### src/design/tkhh_pkg.sv
`timescale 1ns / 1ps
`default_nettype none
// ---------------------------------------------------------------------------
// tkhh_pkg
// Shared types, constants and helpers for the top-k heavy-hitter table.
// ---------------------------------------------------------------------------
package tkhh_pkg;

    localparam int MAX_ENTRIES = 64;
    localparam int IDX_W       = $clog2(MAX_ENTRIES);
    localparam int CNT_W       = $clog2(MAX_ENTRIES + 1);
    localparam int CAP_W       = 7;
    localparam int KEY_W       = 64;
    localparam int VAL_W       = 32;
    localparam int ACT_W       = 2;

    localparam logic [VAL_W-1:0] ALL32 = {VAL_W{1'b1}};
    localparam logic [CAP_W-1:0] CAP_RESET = CAP_W'(MAX_ENTRIES);

    localparam logic [ACT_W-1:0] ACT_INC   = 2'd0;
    localparam logic [ACT_W-1:0] ACT_ADD   = 2'd1;
    localparam logic [ACT_W-1:0] ACT_QUERY = 2'd2;

    typedef struct packed {
        logic [KEY_W-1:0] key;
        logic [VAL_W-1:0] est;
        logic [VAL_W-1:0] hits;
    } entry_t;

    typedef struct packed {
        logic             load;
        logic             scan;
        logic [IDX_W-1:0] addr;
        logic             apply;
    } tkhh_cmd_t;

    typedef struct packed {
        logic out_free;
    } tkhh_status_t;

    function automatic logic [VAL_W-1:0] sat_total(input logic [VAL_W-1:0] est,
                                                   input logic [VAL_W-1:0] hits);
        logic [VAL_W:0] s;
        s = {1'b0, est} + {1'b0, hits};
        return s[VAL_W] ? ALL32 : s[VAL_W-1:0];
    endfunction

endpackage
`default_nettype wire

### src/design/tkhh_ctrl.sv
`timescale 1ns / 1ps
`default_nettype none
// ---------------------------------------------------------------------------
// tkhh_ctrl
// Sequencer: accept a transaction, sweep all slots, drain, then commit.
// ---------------------------------------------------------------------------
module tkhh_ctrl (
    input  wire logic                  clk,
    input  wire logic                  rst_n,
    input  wire logic                  in_valid,
    output logic                       in_stall,
    input  wire tkhh_pkg::tkhh_status_t status,
    output tkhh_pkg::tkhh_cmd_t        cmd
);
    import tkhh_pkg::*;

    typedef enum logic [2:0] {
        ST_IDLE,
        ST_SCAN,
        ST_DRAIN1,
        ST_DRAIN2,
        ST_APPLY
    } state_t;

    state_t           state_reg;
    logic [IDX_W-1:0] addr_reg;

    always_ff @(posedge clk or negedge rst_n)
    begin
        if (!rst_n)
        begin
            state_reg <= ST_IDLE;
            addr_reg  <= '0;
        end
        else
        begin
            unique case (state_reg)
                ST_IDLE:
                begin
                    addr_reg <= '0;
                    if (in_valid)
                        state_reg <= ST_SCAN;
                end
                ST_SCAN:
                begin
                    addr_reg <= addr_reg + 1'b1;
                    if (addr_reg == IDX_W'(MAX_ENTRIES - 1))
                        state_reg <= ST_DRAIN1;
                end
                ST_DRAIN1: state_reg <= ST_DRAIN2;
                ST_DRAIN2: state_reg <= ST_APPLY;
                ST_APPLY:
                begin
                    // hold until the result register can take the new result
                    if (status.out_free)
                        state_reg <= ST_IDLE;
                end
                default: state_reg <= ST_IDLE;
            endcase
        end
    end

    assign in_stall  = (state_reg != ST_IDLE);
    assign cmd.load  = (state_reg == ST_IDLE) && in_valid;
    assign cmd.scan  = (state_reg == ST_SCAN);
    assign cmd.addr  = addr_reg;
    assign cmd.apply = (state_reg == ST_APPLY) && status.out_free;

endmodule
`default_nettype wire

### config.mk
export PLATFORM = sky130hd
export DESIGN_NAME = tkhh_ctrl
export DESIGN_NICKNAME = d
export VERILOG_FILES = /design/src/design/tkhh_pkg.sv /design/src/design/tkhh_ctrl.sv
export SDC_FILE = /design/constraint.sdc
export NUM_CORES = 1
export LEC_CHECK = 0
export BUFFER_PORTS_ARGS = -buffer_cell sky130_fd_sc_hd__buf_2
export CAP_MARGIN = 20
export CORE_AREA = 2 2 39 41
export CTS_CLUSTER_SIZE = 8
export DETAILED_ROUTE_END_ITERATION = 6
export DIE_AREA = 0 0 41 43
export SYNTH_ARGS = -nofsm -noshare
export SYNTH_HDL_FRONTEND = slang
export SYNTH_SLANG_ARGS = --single-unit
### constraint.sdc
create_clock -name clk -period 1.6 [get_ports clk]
set_clock_uncertainty 0.2 [all_clocks]
set_input_delay 0 -clock clk [delete_from_list [all_inputs] [get_ports clk]]
set_output_delay 0 -clock clk [all_outputs]
set_load 0.01 [all_outputs]
; Word-level counts from Yosys, hierarchy flattened
; Index checks and enable logic that the tools add are counted.
[word_totals]
register_bits = 9
latch_bits = 0
ram_bits = 0
rom_bits = 0
input_bits = 4
out_inout_bits = 10
word_cells = 22
memories = 0
[op_classes]
addsub = 1
n_mul = 0
n_div = 0
magnitude_cmp = 0
eq_ne = 8
n_shift = 0
n_mux = 5
bitwise_logic = 0
reduce_logical = 6
[ops]
columns = operator, count
row1 = $pmux W3 S5, 1
row2 = $pmux W6 S2, 1
row3 = $mux W3, 3
row4 = $add A6 B1 Y6 const B, 1
row5 = $eq A3 B2 Y1 const B, 2
row6 = $eq A6 B6 Y1 const B, 1
row7 = $ne A2 B2 Y1 const B, 2
row8 = $eq A3 B1 Y1 const B, 1
row9 = $eq A3 B3 Y1 const B, 1
row10 = $logic_not A3 Y1, 1
row11 = $reduce_and A3 Y1, 1
row12 = $reduce_bool A3 Y1, 1
row13 = $logic_and A1 B1 Y1, 2
row14 = $ne A2 B1 Y1 const B, 1
row15 = $reduce_bool A2 Y1, 1

; Depth between registers and ports, before layout
[logic_depth]
depth_word = 3
depth_mapped = 4
depth_no_buf = 4

; Least setup slack after synthesis
; OpenSTA, ideal clock, no wires.
[synth_path]
path_kind = reg2reg
startpoint = reg addr_reg[0]
endpoint = reg addr_reg[4]
setup_time_ns = 0.121
arrival_time_ns = 1.162
required_ns = 1.279
path_slack_ns = 0.117
path_stages_with_launch = 5
path_buffers = 0
period_less_slack_ns = 1.483
cell_sequence = dfrtp_1 ha_1 and3_1 xor2_1 a22o_1
[synth_between]
elab_chain_len = 2
[synth_lines]
columns = item, line_no
row1 = "start, declared", tkhh_ctrl.sv:26  ; logic [IDX_W-1:0] addr_reg;
row2 = "start signal, assigned", tkhh_ctrl.sv:46  ; addr_reg <= addr_reg + 1'b1;
row3 = $add A6 B1 Y6, tkhh_ctrl.sv:46
row4 = $pmux W6 S2, tkhh_ctrl.sv:37  ; unique case (state_reg)
; No other way between the ends.
; A chain may end at the register's enable or synchronous reset.

==> out/metrics.yaml <==
status:
  status: "finished clean"
worst_setup_path:
  endpoint: "cmd[8]"
  start_kind: "flop"
  path_class: "reg -> out"
  required_ps: 1400
  slowest_stage: "dfrtp_2"
  cp_cell_sequence: "or3_4 > nor2_1 > buf_2"
  r2r-end: "addr_reg[1]$_DFFE_PN0P_"
  cp.depth: 3
  r2r_cells: 5
  r2r_start: "state_reg[0]$_DFFE_PN0P_"
  crit_path_max_incr_delay_ps: 470
  crit_start: "state_reg[2]$_DFFE_PN0P_"
  reg2reg_slack_ps: 100
  path_max_fanout: 7
  arrival_ps: 1350
  path_delay_family: "simple AND/OR/NAND/NOR gates"
  worst-path-buf-inv: 1
  worstSetupEndpointType: "output port"
grt:
  grt_pass1_vias: 390
  grt_max_degree: 11
  grt_antenna_before_repair: 0
  overflow: 0
  grt_pass1_wl_microns: 1650
  track_usage_pct: 14.2
clocking:
  clk_pin_slew_ps: 70
  numCtsBuffers: 3
  cts-htree-levels: 1
  insertion_delay_ps: 280
  clk_path_buf_depth: 2
  ctsRootBufferMaster: "clkbuf_4"
  cts_tree: "yes"
  cts_sinks: 9
timing:
  finalHoldViolCount: 0
  rsz0062_at_grt: "true"
  timing.fmax_mhz: 644
  relSlewSlack_pct: 71.9
  fin_crit_ps: 1550
  hold_slack_ps: 265
  tightest_slew_ps: 421
  slew_violations: 0
  min_period_over_period_pct: 97.0
  setup_violations: 0
  setup_ws_ps: 47.6
  tns_ps: 0
routing:
  drc_errors: 0
  viasPerCell: 5.17
  dr.pass1.iters: 2
  drt-initial-drc-count: 4
  finalWirelength_microns: 1020
  wl_per_cell_microns: 11.4
  ant_nets: 0
  vias: 460
power_and_ir_drop:
  total_power_uw: 942
  power_density_mw_per_mm2: 1390
  irDropWorstVdd_uv: 695
  p_leak_uw: 0.000352
job:
  maxCapViolations: 0
synth:
  synth_nets: 54
  ys_seq_elements: 9
  synth_area_per_cell_sq_um: 10.3
  netlist_instances: 49
  ys_warn_count: 0
  ys_seq_area_share_pct: 44.8
  yosysUniqueCellTypes: 25
  netlist_area_sq_um: 503
cells_and_area:
  final_cell_count_no_fill: 89
  area_delta_synth_final_pct: 34.8
  drive_gt1_share_pct: 39.7
  diodes: 0
  fillers: 146
  largest_reg_flops: 6
  fin_nets: 79
placed_design:
  dp_cells: 77
  place_ws_ps: 117
  globalplace.congestion: 0.752
  io_buffer_count: 13
die:
  fp.dieW_microns: 41
  fp.dieArea_sq_mm: 0.00176
  rows: 14
  die_h_microns: 43
  io_pins: 14
  start_util_pct: 36.3
  core_area_sq_mm: 0.00138
hold_path:
  hold_path_class: "in -> reg"
  hold_depth: 3
## worst min path at each step
| stage | start | to | slack, ps |
|---|---|---|---|
| floorplan | rst_n | addr_reg[0]$_DFFE_PN0P_ | -500 |
| finish | status | state_reg[2]$_DFFE_PN0P_ | 270 |
| detailed placement | rst_n | addr_reg[5]$_DFFE_PN0P_ | -330 |
| CTS | status | state_reg[2]$_DFFE_PN0P_ | 280 |
| global route | status | state_reg[2]$_DFFE_PN0P_ | 300 |
| global placement | rst_n | addr_reg[5]$_DFFE_PN0P_ | -330 |
## layer usage
layer / track usage, % / part of all wire [%] / wire [microns]
met3: 3.14 / 6.2 / 63
met5: 0 / 0 / 0
met1: 19.6 / 46 / 472
met2: 18.8 / 43 / 442
met4: 10.0 / 3.9 / 40
## Yosys cell counts
master / n / share of area [%]
a21o_1: 1 / 1.5
a21oi_1: 2 / 2.0
a22o_1: 3 / 5.2
a31o_2: 1 / 1.7
a31oi_1: 1 / 1.2
a41o_1: 1 / 2.0
and3_1: 3 / 3.7
buf_6: 3 / 6.7
dfrtp_1: 9 / 45
ha_1: 1 / 2.5
inv_1: 1 / 0.75
mux2_2: 1 / 2.2
nand2_1: 4 / 3.0
nand2b_1: 1 / 1.2
nand3_1: 2 / 2.0
nand4_1: 1 / 1.2
nor2_1: 5 / 3.7
nor3_1: 2 / 2.0
nor3b_1: 1 / 1.5
nor3b_4: 1 / 3.7
nor4b_1: 1 / 1.7
o22ai_1: 1 / 1.2
or2_1: 1 / 1.2
or3_1: 1 / 1.2
xor2_1: 1 / 1.7
## cell families (layout without fill, tap and decap cells)
group,count (synthesis),after routing,synth area share (%)
xor+xnor,1,1,1.74
mux,1,1,2.24
fa+ha+maj,1,1,2.49
simple gates,23,23,26.4
flops,9,9,44.8
buf+inv,4,28,7.46
compound gates,10,10,14.9
## timing repair
item / 4_1_cts / 5_1_grt
pin swaps: 0 / 1
endpoints found under the hold margin: 11 / 0
resized for setup: 0 / 4
buffers inserted: 1 / 3
setup endpoints to repair: 1 / 2
hold buffers: 4 / 0
## layout by cell type, fill, tap and decap left out, types with 2 or more instances in the layout
cell type / instances
a21oi_1: 2
a22o_1: 3
and3_1: 3
buf_2: 13
buf_4: 5
clkbuf_4: 3
dfrtp_1: 7
dfrtp_2: 2
dlygate4sd3_1: 4
nand2_1: 4
nand3_1: 2
nor2_1: 5
nor3_1: 2
## report_power, final
| group | switching (uW) | internal (uW) | total, uW |
|---|---|---|---|
| clock network | 90.5 | 92.7 | 183 |
| logic | 161 | 208 | 368 |
| registers | 90.3 | 300 | 390 |
| total | 341 | 600 | 942 |
## per-stage QoR
| step | util (%) | area [sq um] |
|---|---|---|
| floorplan | - | 503 |
| global placement | 41.1 | 569 |
| detailed placement | 41.1 | 569 |
| CTS | 46.6 | 644 |
| global route | 49.0 | 678 |
| finish | 49.0 | 678 |
## worst min-delay path, cell delays in order
cell and delay, ps:
dlygate4sd3_1 520, buf_2 110, o22ai_1 70
## cell type report
class | count | area [sq um] | share of cell area, %
multi-input combinational | 36 | 245 | 36.2
sequential | 9 | 228 | 33.6
timing repair buffer | 23 | 154 | 22.7
clock buffer | 3 | 22.5 | 3.32
tap | 16 | 20.0 | 2.95
clock inverter | 1 | 5.00 | 0.738
inverter | 1 | 3.75 | 0.554
Note: power is estimated with default switching activity, not from simulation.
